===== config.mk =====
export PLATFORM = sky130hd
export DESIGN_NAME = slc_merge
export DESIGN_NICKNAME = d
export VERILOG_FILES = /design/src/hw/rtl/slc_pkg.sv /design/src/hw/rtl/slc_merge.sv
export SDC_FILE = /design/constraint.sdc
export NUM_CORES = 1
export LEC_CHECK = 0
export ABC_AREA = 1
export BUFFER_PORTS_ARGS = -buffer_cell sky130_fd_sc_hd__buf_2
export CAP_MARGIN = 15
export CORE_MARGIN = 2
export CORE_UTILIZATION = 45
export CTS_BUF_LIST = sky130_fd_sc_hd__clkbuf_4 sky130_fd_sc_hd__clkbuf_8 sky130_fd_sc_hd__clkbuf_16
export DETAILED_ROUTE_END_ITERATION = 12
export PLACE_DENSITY = 0.73
export SLEW_MARGIN = 5
export SYNTH_ARGS = -nofsm -noshare
export SYNTH_HDL_FRONTEND = slang
export SYNTH_SLANG_ARGS = --single-unit

===== constraint.sdc =====
create_clock -name clk -period 10.4 [get_ports clk]
set_input_delay 2.08 -clock clk [delete_from_list [all_inputs] [get_ports clk]]
set_output_delay 2.08 -clock clk [all_outputs]
set_load 0.03 [all_outputs]

===== src/hw/rtl/slc_pkg.sv =====
// Shared constants, types and codes of the static link correlator.
package slc_pkg;

    localparam int MAX_EXTENT = 16;
    localparam int MAX_TIME   = 64;
    localparam int MAX_DIST   = 63;

    localparam int NCOMP = 3;
    localparam int NDIR  = 4;
    localparam int NLANE = NCOMP * NDIR;
    localparam int GRP   = 3;
    localparam int NGRP  = NLANE / GRP;

    localparam int EXT_W   = $clog2(MAX_EXTENT);
    localparam int EXT_CW  = $clog2(MAX_EXTENT + 1);
    localparam int WR_W    = EXT_W + 1;
    localparam int VOL_W   = 3 * EXT_W;
    localparam int TIME_CW = $clog2(MAX_TIME + 1);

    localparam int SIZE_W    = 5;
    localparam int TIME_W    = 7;
    localparam int DIST_W    = 6;
    localparam int DIR_W     = 2;
    localparam int CFG_W     = 7;
    localparam int CFG_IDX_W = 3;

    localparam int COMP_W = 18;
    localparam int ACC_W  = 24;
    localparam int PSUM_W = ACC_W + 2;
    localparam int PROD_W = ACC_W + PSUM_W;
    localparam int SUM_W  = 64;
    localparam int VAL_W  = 36;
    localparam int DEN_W  = $clog2(3 * MAX_EXTENT * MAX_EXTENT * MAX_EXTENT
                                   * MAX_TIME * MAX_TIME + 1);

    // Register indexes
    localparam logic [CFG_IDX_W-1:0] CFG_SIZE_X   = 3'd0;
    localparam logic [CFG_IDX_W-1:0] CFG_SIZE_Y   = 3'd1;
    localparam logic [CFG_IDX_W-1:0] CFG_SIZE_Z   = 3'd2;
    localparam logic [CFG_IDX_W-1:0] CFG_SIZE_T   = 3'd3;
    localparam logic [CFG_IDX_W-1:0] CFG_MAX_DIST = 3'd4;

    // Which neighbor a walk read fetches
    typedef enum logic [1:0] {
        PH_CENTER = 2'd0,
        PH_XN     = 2'd1,
        PH_YN     = 2'd2,
        PH_ZN     = 2'd3
    } phase_t;

    // Control shared by all lanes
    typedef struct packed {
        logic             clr_en;
        logic [VOL_W-1:0] clr_addr;
        logic [VOL_W-1:0] rd_addr;
        logic             cor_en;
        phase_t           cor_ph;
    } lane_ctl_t;

endpackage


===== src/hw/rtl/slc_merge.sv =====
// Merge stage: adds the lane products into the running correlator sum.
module slc_merge (
    input  logic                              clk,
    input  logic                              rst_n,
    input  logic                              in_vld,
    input  logic                              sum_clr,
    input  logic signed [slc_pkg::PROD_W-1:0] prods [slc_pkg::NLANE],
    output logic [slc_pkg::SUM_W-1:0]         run_sum
);
    import slc_pkg::*;

    localparam int G_W = PROD_W + $clog2(GRP + 1);

    logic signed [G_W-1:0] grp_reg  [NGRP];
    logic signed [G_W-1:0] grp_next [NGRP];
    logic                  s1_vld_reg;
    logic [SUM_W-1:0]      run_sum_reg;
    logic [SUM_W-1:0]      total;

    // first level: groups of lanes
    always_comb
    begin
        for (int g = 0; g < NGRP; g++)
        begin
            grp_next[g] = '0;
            for (int k = 0; k < GRP; k++)
            begin
                grp_next[g] = grp_next[g] + G_W'(prods[g * GRP + k]);
            end
        end
    end

    // second level: groups into one term
    always_comb
    begin
        total = '0;
        for (int g = 0; g < NGRP; g++)
        begin
            total = total + SUM_W'(grp_reg[g]);
        end
    end

    always_ff @(posedge clk)
    begin
        for (int g = 0; g < NGRP; g++)
        begin
            grp_reg[g] <= grp_next[g];
        end
    end

    always_ff @(posedge clk or negedge rst_n)
    begin
        if (!rst_n)
        begin
            s1_vld_reg  <= 1'b0;
            run_sum_reg <= '0;
        end
        else
        begin
            s1_vld_reg <= in_vld;
            if (sum_clr)
            begin
                run_sum_reg <= '0;
            end
            else if (s1_vld_reg)
            begin
                run_sum_reg <= run_sum_reg + total;
            end
        end
    end

    assign run_sum = run_sum_reg;

endmodule


==> summary.txt <==
Logic synthesis
  • Seq/Total Area, Yosys: 0.163
  • Mean Syn Cell Area: between 7 and 8 µm²
  • #FFs+latches synth: between 200 and 300
  • Post-Synthesis Net Count: 6,251
  • Synth Instances: 5,012
  • Asr flop ratio synth: 0.238
  • Synth Cell Area: between 30,000 and 40,000 µm²
  • Yosys top cell area share: 0.175
  • Main flop type after synthesis: dfxtp_1
  • Ys Warns: 0
  • Area contributors post-synth: fa_1, dfxtp_1, ha_1
  • Post-synth EDFFs: 0
  • Synth area leader: fa_1
  • Post-synthesis cell type count: 62

Worst setup path
  • Critical path arrival: between 5 and 6 ns
  • Worst path cell trace: inv_1, fa_1, fa_1, inv_1, ha_1, a21oi_1, nand2_1, o21bai_1, a211oi_1, o211ai_1, xor2_1, ha_1, a21o_1, a31oi_1, o21ai_0, nand2_1, nand3_1, a21oi_1, nand3_1, nand3_1, nand2_1
  • Crit path launch type: register
  • Critical Path End Type: register
  • FF-to-FF Start: grp_reg[2][41]$_DFF_P_
  • Slowest stage delay, CP: between 0.5 and 0.6 ns
  • Critical path origin: grp_reg[2][41]$_DFF_P_
  • Setup CP Type: register to register
  • Critical-path top delay cell: fa_1
  • Reg2Reg Setup Slack: a little under 5 ns
  • Critical Path Fanout Max: 6
  • WP data required: ~11 ns

Clock tree
  • Clock Tree Buf Depth: 3
  • Root buf cell: clkbuf_16
  • CTS tree: yes
  • Setup Buffers After CTS: 0
  • Post-CTS Hold Fix Bufs: 0
  • Worst skew pair latency: 0.55 ns
  • H-Tree Depth: 2
  • CTS clk-pin slew, worst paths: ~0.060 ns
  • CTS Buf Count: 34
  • Resized Gates After CTS: 0
  • TritonCTS sink count: between 200 and 300

Min path
  • Hold path start: run_sum[61]$_DFFE_PN0P_
  • Worst hold path type: register to register

Timing
  • Fmax: between 0.15 and 0.2 GHz
  • Worst-Margin Slew: about 1.0 ns
  • Final Hold Vio Count: 0
  • Final setup fails: 0
  • Slew HR: 0.300
  • Period utilisation layout: 0.528
  • Min Tclk post-route: 5.50 ns
  • RSZ-0062 raised after global routing: false
  • Slew Limit Fails: 0
  • Clk_skew: between 0.015 and 0.02 ns
  • Fin Setup TNS: 0 ns

Global route
  • Global Route met1 Usage: 0.436
  • Routing usage on met2: 0.577
  • Vias in the first global route: between 30k and 40k
  • First-pass GRT wire length: 210,000 µm
  • Pin count of the biggest net entering global routing: 66
  • Total GRT Usage: 0.337
  • Initial antenna violation count: 5
  • Global route overflow: 0
  • GR peak layer: met2
  • Met3 usage: 0.0294

Placement
  • Port Buffer Count: 667
  • Placed cell count: 6,720
  • DP HPWL: roughly 120,000 µm
  • GPL Wtd Cong: 1.02

Floorplan
  • I/O Pins: between 600 and 700
  • Die X: 285 µm
  • Die area: 81,200 µm²
  • CORE AREA: 78,600 µm²
  • Initial core utilization: 0.452
  • Row count: between 100 and 150
  • Die H: 285 µm

Finish
  • Post-Layout Cell Count: slightly below 7k
  • Fin nets: between 6k and 7k
  • Layout cells sized above 1: 0.166
  • Max reg flops: around 210
  • Final Util: 0.525
  • P&R area growth vs syn: 16.1%

Drt
  • DR iter-0 viols: between 2k and 3k
  • Drt drc: 0
  • Vias per cell: 5.29
  • Vias: about 36k
  • Final ANT Viol Nets: 0
  • Pre-antenna DRT Iters: 6
  • Routed WL per cell: between 20 and 25 µm
  • Routed WL: 139,000 µm

Outcome
  • Status: completed

Job
  • Max Cap Violations: 0
-- metrics by stage --
stage          cell area (µm²)  worst slack, ns  hold slack [ns]
3_5_place_dp             40200             5.03            0.508
4_1_cts                  41200             5.00            0.522
5_1_grt                  41200             4.53            0.555
2_1_floorplan            35500             5.96            0.546
3_3_place_gp             40200             5.06            0.500
6_report                 41300             4.90            0.517
-- layout make-up --
class                           count  area (µm²)
Timing Repair Buffer              670        3360
Inverter                          885        3320
Clock inverter                     11         106
Multi-Input combinational cell   3842       26400
Tap cell                         1050        1310
Antenna cell                        2        5.00
Sequential cell                   273        5790
Clock buffer                       48         981
Fill cell                        8048       37400
-- critical path, delay by kind of cell, from the launching register on --
family	cells	cell delay (ns)
xor+xnor	1	0.45
simple gates	6	0.56
buf+inv	2	0.13
fa+ha+maj	4	1.85
flops	1	0.39
compound gates	8	1.98
-- cell usage in the layout (no fill, tap or decap), drive strengths merged, types with 7 or more instances in the layout --
| cell | synthesis | final |
|---|---|---|
| a21boi | 23 | 23 |
| a21o | 37 | 37 |
| a21oi | 410 | 410 |
| a31oi | 54 | 54 |
| and2 | 7 | 7 |
| buf | 1 | 670 |
| clkbuf | 11 | 48 |
| dfrtp | 65 | 65 |
| dfxtp | 208 | 208 |
| fa | 310 | 310 |
| ha | 325 | 325 |
| inv | 885 | 886 |
| nand2 | 1126 | 1126 |
| nand3 | 210 | 210 |
| nand3b | 9 | 9 |
| nand4 | 33 | 33 |
| nor2 | 582 | 582 |
| nor3 | 49 | 49 |
| nor4 | 13 | 13 |
| o21a | 16 | 16 |
| o21ai | 316 | 316 |
| o21bai | 64 | 64 |
| or2 | 9 | 9 |
| xnor2 | 59 | 59 |
| xor2 | 156 | 156 |
-- kinds of logic after synthesis --
family | share of synthesized area
AO/OA/AOI/OAI | 0.158
XOR/XNOR | 0.0530
adder cells (fa/ha/maj) | 0.289
buffers and inverters | 0.0949
flip-flops | 0.163
AND/OR/NAND/NOR | 0.242
-- layer usage --
metal / vias up / wire [µm]
li1: 17441 / -
met1: 16902 / 59400
met2: 1301 / 65600
met3: 209 / 7180
met4: 0 / 6730
met5: - / 0
-- Yosys cell counts, types with 9 or more instances --
library cell / n
a21boi_0: 16
nand2_2: 54
inv_1: 861
o21ai_0: 246
ha_1: 325
nand3_2: 9
nand2_1: 1068
o21a_1: 16
o21bai_1: 59
nand3_1: 201
nor3_1: 43
dfrtp_1: 65
fa_1: 310
clkbuf_1: 11
nor2_2: 24
nand3b_1: 9
a21oi_1: 381
nor2_1: 554
o21ai_2: 33
a21oi_2: 26
xnor2_1: 59
dfxtp_1: 208
nand4_1: 32
xor2_1: 156
a21o_1: 34
a31oi_1: 51
inv_2: 24
o21ai_1: 35
-- final timing paths --
check                                                to  cells past startpoint
worst max register to register  run_sum[61]$_DFFE_PN0P_                     21
max in group asynchronous       run_sum[36]$_DFFE_PN0P_                      2
worst max-delay path            run_sum[61]$_DFFE_PN0P_                     21
worst min-delay path            run_sum[61]$_DFFE_PN0P_                      2
worst min register to register  run_sum[61]$_DFFE_PN0P_                      2
min in group asynchronous        run_sum[8]$_DFFE_PN0P_                      2
Power is not shown: default switching activity piles up to over one toggle a cycle in this logic, so the estimate is an artifact.
