File: src/hw/rtl/slc_pkg.sv
// Shared constants, types and codes of the static link correlator.
package slc_pkg;

    localparam int MAX_EXTENT = 16;
    localparam int MAX_TIME   = 64;
    localparam int MAX_DIST   = 63;

    localparam int NCOMP = 3;
    localparam int NDIR  = 4;
    localparam int NLANE = NCOMP * NDIR;
    localparam int GRP   = 3;
    localparam int NGRP  = NLANE / GRP;

    localparam int EXT_W   = $clog2(MAX_EXTENT);
    localparam int EXT_CW  = $clog2(MAX_EXTENT + 1);
    localparam int WR_W    = EXT_W + 1;
    localparam int VOL_W   = 3 * EXT_W;
    localparam int TIME_CW = $clog2(MAX_TIME + 1);

    localparam int SIZE_W    = 5;
    localparam int TIME_W    = 7;
    localparam int DIST_W    = 6;
    localparam int DIR_W     = 2;
    localparam int CFG_W     = 7;
    localparam int CFG_IDX_W = 3;

    localparam int COMP_W = 18;
    localparam int ACC_W  = 24;
    localparam int PSUM_W = ACC_W + 2;
    localparam int PROD_W = ACC_W + PSUM_W;
    localparam int SUM_W  = 64;
    localparam int VAL_W  = 36;
    localparam int DEN_W  = $clog2(3 * MAX_EXTENT * MAX_EXTENT * MAX_EXTENT
                                   * MAX_TIME * MAX_TIME + 1);

    // Register indexes
    localparam logic [CFG_IDX_W-1:0] CFG_SIZE_X   = 3'd0;
    localparam logic [CFG_IDX_W-1:0] CFG_SIZE_Y   = 3'd1;
    localparam logic [CFG_IDX_W-1:0] CFG_SIZE_Z   = 3'd2;
    localparam logic [CFG_IDX_W-1:0] CFG_SIZE_T   = 3'd3;
    localparam logic [CFG_IDX_W-1:0] CFG_MAX_DIST = 3'd4;

    // Which neighbor a walk read fetches
    typedef enum logic [1:0] {
        PH_CENTER = 2'd0,
        PH_XN     = 2'd1,
        PH_YN     = 2'd2,
        PH_ZN     = 2'd3
    } phase_t;

    // Control shared by all lanes
    typedef struct packed {
        logic             clr_en;
        logic [VOL_W-1:0] clr_addr;
        logic [VOL_W-1:0] rd_addr;
        logic             cor_en;
        phase_t           cor_ph;
    } lane_ctl_t;

endpackage

File: src/hw/rtl/slc_div.sv
// Restoring divider, one quotient bit per cycle.
module slc_div (
    input  logic                        clk,
    input  logic                        rst_n,
    input  logic                        start,
    input  logic [slc_pkg::SUM_W-1:0]   dividend,
    input  logic [slc_pkg::DEN_W-1:0]   divisor,
    output logic                        done,
    output logic [slc_pkg::SUM_W-1:0]   quotient
);
    import slc_pkg::*;

    localparam int CNT_W = $clog2(SUM_W);

    logic             busy_reg;
    logic             done_reg;
    logic [CNT_W-1:0] cnt_reg;
    logic [SUM_W-1:0] dvd_reg;
    logic [DEN_W-1:0] rem_reg;
    logic [DEN_W-1:0] den_reg;
    logic [DEN_W:0]   rem_sh;
    logic             fits;

    assign rem_sh = {rem_reg, dvd_reg[SUM_W-1]};
    assign fits   = rem_sh >= {1'b0, den_reg};

    always_ff @(posedge clk or negedge rst_n)
    begin
        if (!rst_n)
        begin
            busy_reg <= 1'b0;
            done_reg <= 1'b0;
            cnt_reg  <= '0;
        end
        else
        begin
            done_reg <= 1'b0;
            if (start)
            begin
                busy_reg <= 1'b1;
                cnt_reg  <= '0;
            end
            else if (busy_reg)
            begin
                cnt_reg <= cnt_reg + 1'b1;
                if (cnt_reg == CNT_W'(SUM_W - 1))
                begin
                    busy_reg <= 1'b0;
                    done_reg <= 1'b1;
                end
            end
        end
    end

    // shift dividend out, quotient bits in
    always_ff @(posedge clk)
    begin
        if (start)
        begin
            dvd_reg <= dividend;
            den_reg <= divisor;
            rem_reg <= '0;
        end
        else if (busy_reg)
        begin
            dvd_reg <= {dvd_reg[SUM_W-2:0], fits};
            rem_reg <= fits ? DEN_W'(rem_sh - {1'b0, den_reg}) : rem_sh[DEN_W-1:0];
        end
    end

    assign done     = done_reg;
    assign quotient = dvd_reg;

endmodule

File: config.mk
export PLATFORM = sky130hd
export DESIGN_NAME = slc_div
export DESIGN_NICKNAME = d
export VERILOG_FILES = /design/src/hw/rtl/slc_pkg.sv /design/src/hw/rtl/slc_div.sv
export SDC_FILE = /design/constraint.sdc
export NUM_CORES = 1
export LEC_CHECK = 0
export ABC_AREA = 1
export ABC_CLOCK_PERIOD_IN_PS = 2620
export BUFFER_PORTS_ARGS = -buffer_cell sky130_fd_sc_hd__buf_4
export CORE_MARGIN = 1
export CORE_UTILIZATION = 25
export CTS_BUF_LIST = sky130_fd_sc_hd__clkbuf_4 sky130_fd_sc_hd__clkbuf_8 sky130_fd_sc_hd__clkbuf_16
export CTS_CLUSTER_SIZE = 14
export DETAILED_ROUTE_END_ITERATION = 8
export PLACE_DENSITY = 0.51
export SETUP_SLACK_MARGIN = 0.5
export SLEW_MARGIN = 20
export SYNTH_ARGS = -nofsm -noshare
export SYNTH_HDL_FRONTEND = slang
export SYNTH_SLANG_ARGS = --single-unit
File: constraint.sdc
create_clock -name clk -period 2.62 [get_ports clk]
set_input_delay 0.393 -clock clk [delete_from_list [all_inputs] [get_ports clk]]
set_output_delay 0.393 -clock clk [all_outputs]
set_load 0.1 [all_outputs]
==> flow_metrics.py <==
metrics = {
    "outcome": {
        "status": "completed",
    },
    "power_and_ir_drop": {
        "ir_drop_mv": 0.438,
        "p_leak_nw": 5.11,
        "powerDensity_mw_per_mm2": 1040,
    },
    "sta": {
        "slew_violations": 0,
        "maxSlewHeadroom": 0.569,
        "setup-violations-final": 0,
        "setup_tns_ns": 0,
        "rsz0062_at_grt": "yes",
        "period_share": 0.788,
        "hold_viol_final": 0,
        "worst_pin_slew_ns": 0.646,
        "fin_crit_ns": 2.06,
        "skew_ns": 0.0127,
        "max_freq_ghz": 0.485,
    },
    "detailed_routing": {
        "initialDrtViolationCount": 305,
        "drc": 0,
        "vias": 6546,
        "routed_wirelength_mm": 23.0,
        "via_per_inst": 4.24,
        "firstDrtPassIters": 5,
        "wl_per_cell_um": 14.9,
        "ant_nets": 0,
    },
    "floorplan": {
        "chipHeight_um": 172,
        "rows": 62,
        "io_pins": 158,
        "fp.dieW_um": 172,
        "dieArea_mm2": 0.0297,
        "initial_core_util": 0.254,
        "core_area_mm2": 0.0286,
    },
    "synthesis": {
        "syn_nets": 1083,
        "ys_seq_area_frac": 0.472,
        "syn_inst": 962,
        "ys_warn_count": 0,
        "ys_types": 34,
        "synth.avg_cell_area_um2": 7.54,
        "syn-cell-area_mm2": 0.00726,
        "ys_seq_elements": 124,
    },
    "placement": {
        "port_buffers": 157,
        "routabilityCongestion": 0.872,
        "dpl.hpwl_mm": 16.2,
        "placed_cells": 1490,
    },
    "clocking": {
        "clk_latency_ns": 0.43,
        "cts.sinks": 124,
        "cts_tree": "built",
        "cts_buffers": 17,
        "cts-htree-levels": 4,
        "cts-root-buf": "clkbuf_16",
        "cts.path.max_buffers": 2,
        "clk_pin_slew_ns": 0.06,
    },
    "critical_path": {
        "critical_path_class": "reg2reg",
        "cp_common_cell": "nand2_1",
        "endpoint": "rem_reg[0]",
        "worst-path-buf-inv": 3,
        "crit_required_ns": 2.92,
        "arrival_ns": 2.37,
        "critPathLaunchType": "register",
        "path_depth": 13,
        "reg2regPathDepth": 13,
        "r2r_start": "den_reg[22]",
        "cp_top_family": "simple AND/OR/NAND/NOR gates",
        "crit_start": "den_reg[22]",
        "path_cells": "inv_1, ha_1, nand2_1, nor2_4, nand2_1, a21oi_2, nor2_4, buf_4, nand2_8, buf_6, nand2_1, nand3_1, o21ai_0",
        "critPathMaxStageDelay_ns": 0.34,
        "critPathCaptureType": "register",
        "reg2reg_to": "rem_reg[0]",
        "path_max_fanout": 8,
        "reg2reg_slack_ns": 0.56,
        "slowest_stage": "ha_1",
    },
    "global_route": {
        "grt_usage": 0.155,
        "overflow": 0,
        "antenna_found_initial": 0,
        "grt_max_degree": 63,
        "grt_pass1_vias": 6543,
        "grt_pass1_wl_mm": 34.8,
    },
    "cells_and_area": {
        "area_growth_pct": 41.1,
        "diodes": 0,
        "largest_reg_flops": 64,
        "nets": 1267,
        "finalNonFillerCells": 1543,
        "drive_gt1_frac": 0.269,
        "post-route-util": 0.358,
    },
    "min_path": {
        "min_from": "divisor[4]",
        "hold_path_class": "in2reg",
    },
    "run": {
        "drv_cap": 0,
    },
}
==> per-layer routing <==
metal / vias to the layer above / track usage / part of all wire
met3: 24 / 0.0568 / 0.079
li1: 3374 / - / -
met5: - / 0 / 0
met4: 0 / 0.0377 / 0.016
met1: 2948 / 0.191 / 0.43
met2: 200 / 0.256 / 0.47
==> how the worst min path moves through the flow <==
stage / endpoint / slack (ns) / cells after the start
floorplan: busy_reg / 0.1 / 0
global placement: cnt_reg[4] / 0.22 / 1
detailed placement: cnt_reg[4] / 0.22 / 1
CTS: den_reg[7] / 0.13 / 1
global route: den_reg[7] / 0.12 / 1
finish: den_reg[4] / 0.14 / 1
==> area by class of cell <==
| cell class | instances | area (um2) |
|---|---|---|
| clock inverter | 14 | 170 |
| sequential | 124 | 3420 |
| inverter | 149 | 562 |
| multi-input combinational | 663 | 3580 |
| clock buffer | 18 | 433 |
| tap | 384 | 480 |
| fill | 2989 | 18400 |
| timing repair buffer | 191 | 1590 |
==> through the flow <==
stage	worst slack [ns]	instance area, um2	hold slack, ns	total power, mW
2_1_floorplan	0.308	7290	0.0974	6.01
5_1_grt	0.443	10200	0.122	11.4
4_1_cts	0.517	9600	0.127	9.73
6_report	0.556	10200	0.141	10.7
3_5_place_dp	0.368	8910	0.219	7.04
3_3_place_gp	0.345	8910	0.219	7.05
==> power by group <==
group	total (mW)	internal, mW	switching, mW	leakage, nW
clock	2.50	1.45	1.05	0.293
combinational	5.41	2.14	3.27	3.54
sequential	2.75	2.45	0.295	1.28
==> worst register-to-register path, cell delays in order, from the launching register on <==
cell and delay (ns):
edfxtp_1 0.32, inv_1 0.04, ha_1 0.34, nand2_1 0.15, nor2_4 0.15, nand2_1 0.10
a21oi_2 0.17, nor2_4 0.07, buf_4 0.15, nand2_8 0.09, buf_6 0.14, nand2_1 0.06
nand3_1 0.06, o21ai_0 0.09
==> Yosys cell counts (all sizes together) <==
master,n,share of area
xor2,1,0.0012
nand3b,16,0.017
o221ai,1,0.0012
xnor2,10,0.012
dfrtp,8,0.028
a21o,1,0.0010
dfxtp,26,0.072
and2,2,0.0017
nor3,2,0.0014
a21oi,16,0.012
clkbuf,16,0.0097
buf,10,0.014
fa,1,0.0028
a31oi,1,0.00086
nand3,66,0.048
nor2,46,0.029
or2,2,0.0017
nand4,7,0.0060
ha,27,0.047
o21ai,14,0.0097
inv,149,0.077
edfxtp,90,0.37
a22o,1,0.0012
nand2,449,0.24
==> placed cells by master (no fill, tap or decap), types with 2 or more instances in the layout <==
| master | n |
|---|---|
| nand3_4 | 3 |
| inv_8 | 3 |
| dfxtp_1 | 26 |
| xnor2_1 | 9 |
| clkbuf_16 | 22 |
| buf_4 | 179 |
| nand3b_1 | 16 |
| nand2_1 | 421 |
| clkinvlp_4 | 2 |
| buf_12 | 5 |
| o21ai_0 | 6 |
| ha_4 | 23 |
| bufinv_16 | 2 |
| nand3_2 | 8 |
| inv_2 | 8 |
| inv_1 | 140 |
| nand3_1 | 55 |
| nand2_2 | 22 |
| a21oi_1 | 15 |
| nand4_1 | 7 |
| edfxtp_1 | 90 |
| or2_2 | 2 |
| inv_6 | 7 |
| nor2_4 | 7 |
| nor2_1 | 33 |
| nor2_2 | 6 |
| o21ai_1 | 8 |
| dfrtp_1 | 8 |
| ha_1 | 4 |
| nand2_4 | 5 |
| nor3_1 | 2 |
==> logic make-up after synthesis <==
logic type                 count (synthesis)  share of synthesized area
AOI/OAI and AO/OA                         34                     0.0255
xor gates and xnor gates                  11                     0.0133
adders and majority gates                 28                     0.0493
buffers and inverters                    175                      0.101
DFF                                      124                      0.472
and+or+nand+nor                          590                      0.339
==> what timing repair did <==
item / 4_1_cts / 5_1_grt
endpoints found under the hold margin: 8 / 0
endpoints found under the setup margin: 27 / 27
hold buffers: 1 / 0
gates resized for setup: 14 / 72
pin swaps: 2 / 16
cloned: 0 / 5
buffers inserted: 1 / 14
Power figures use the tool's default switching activity.
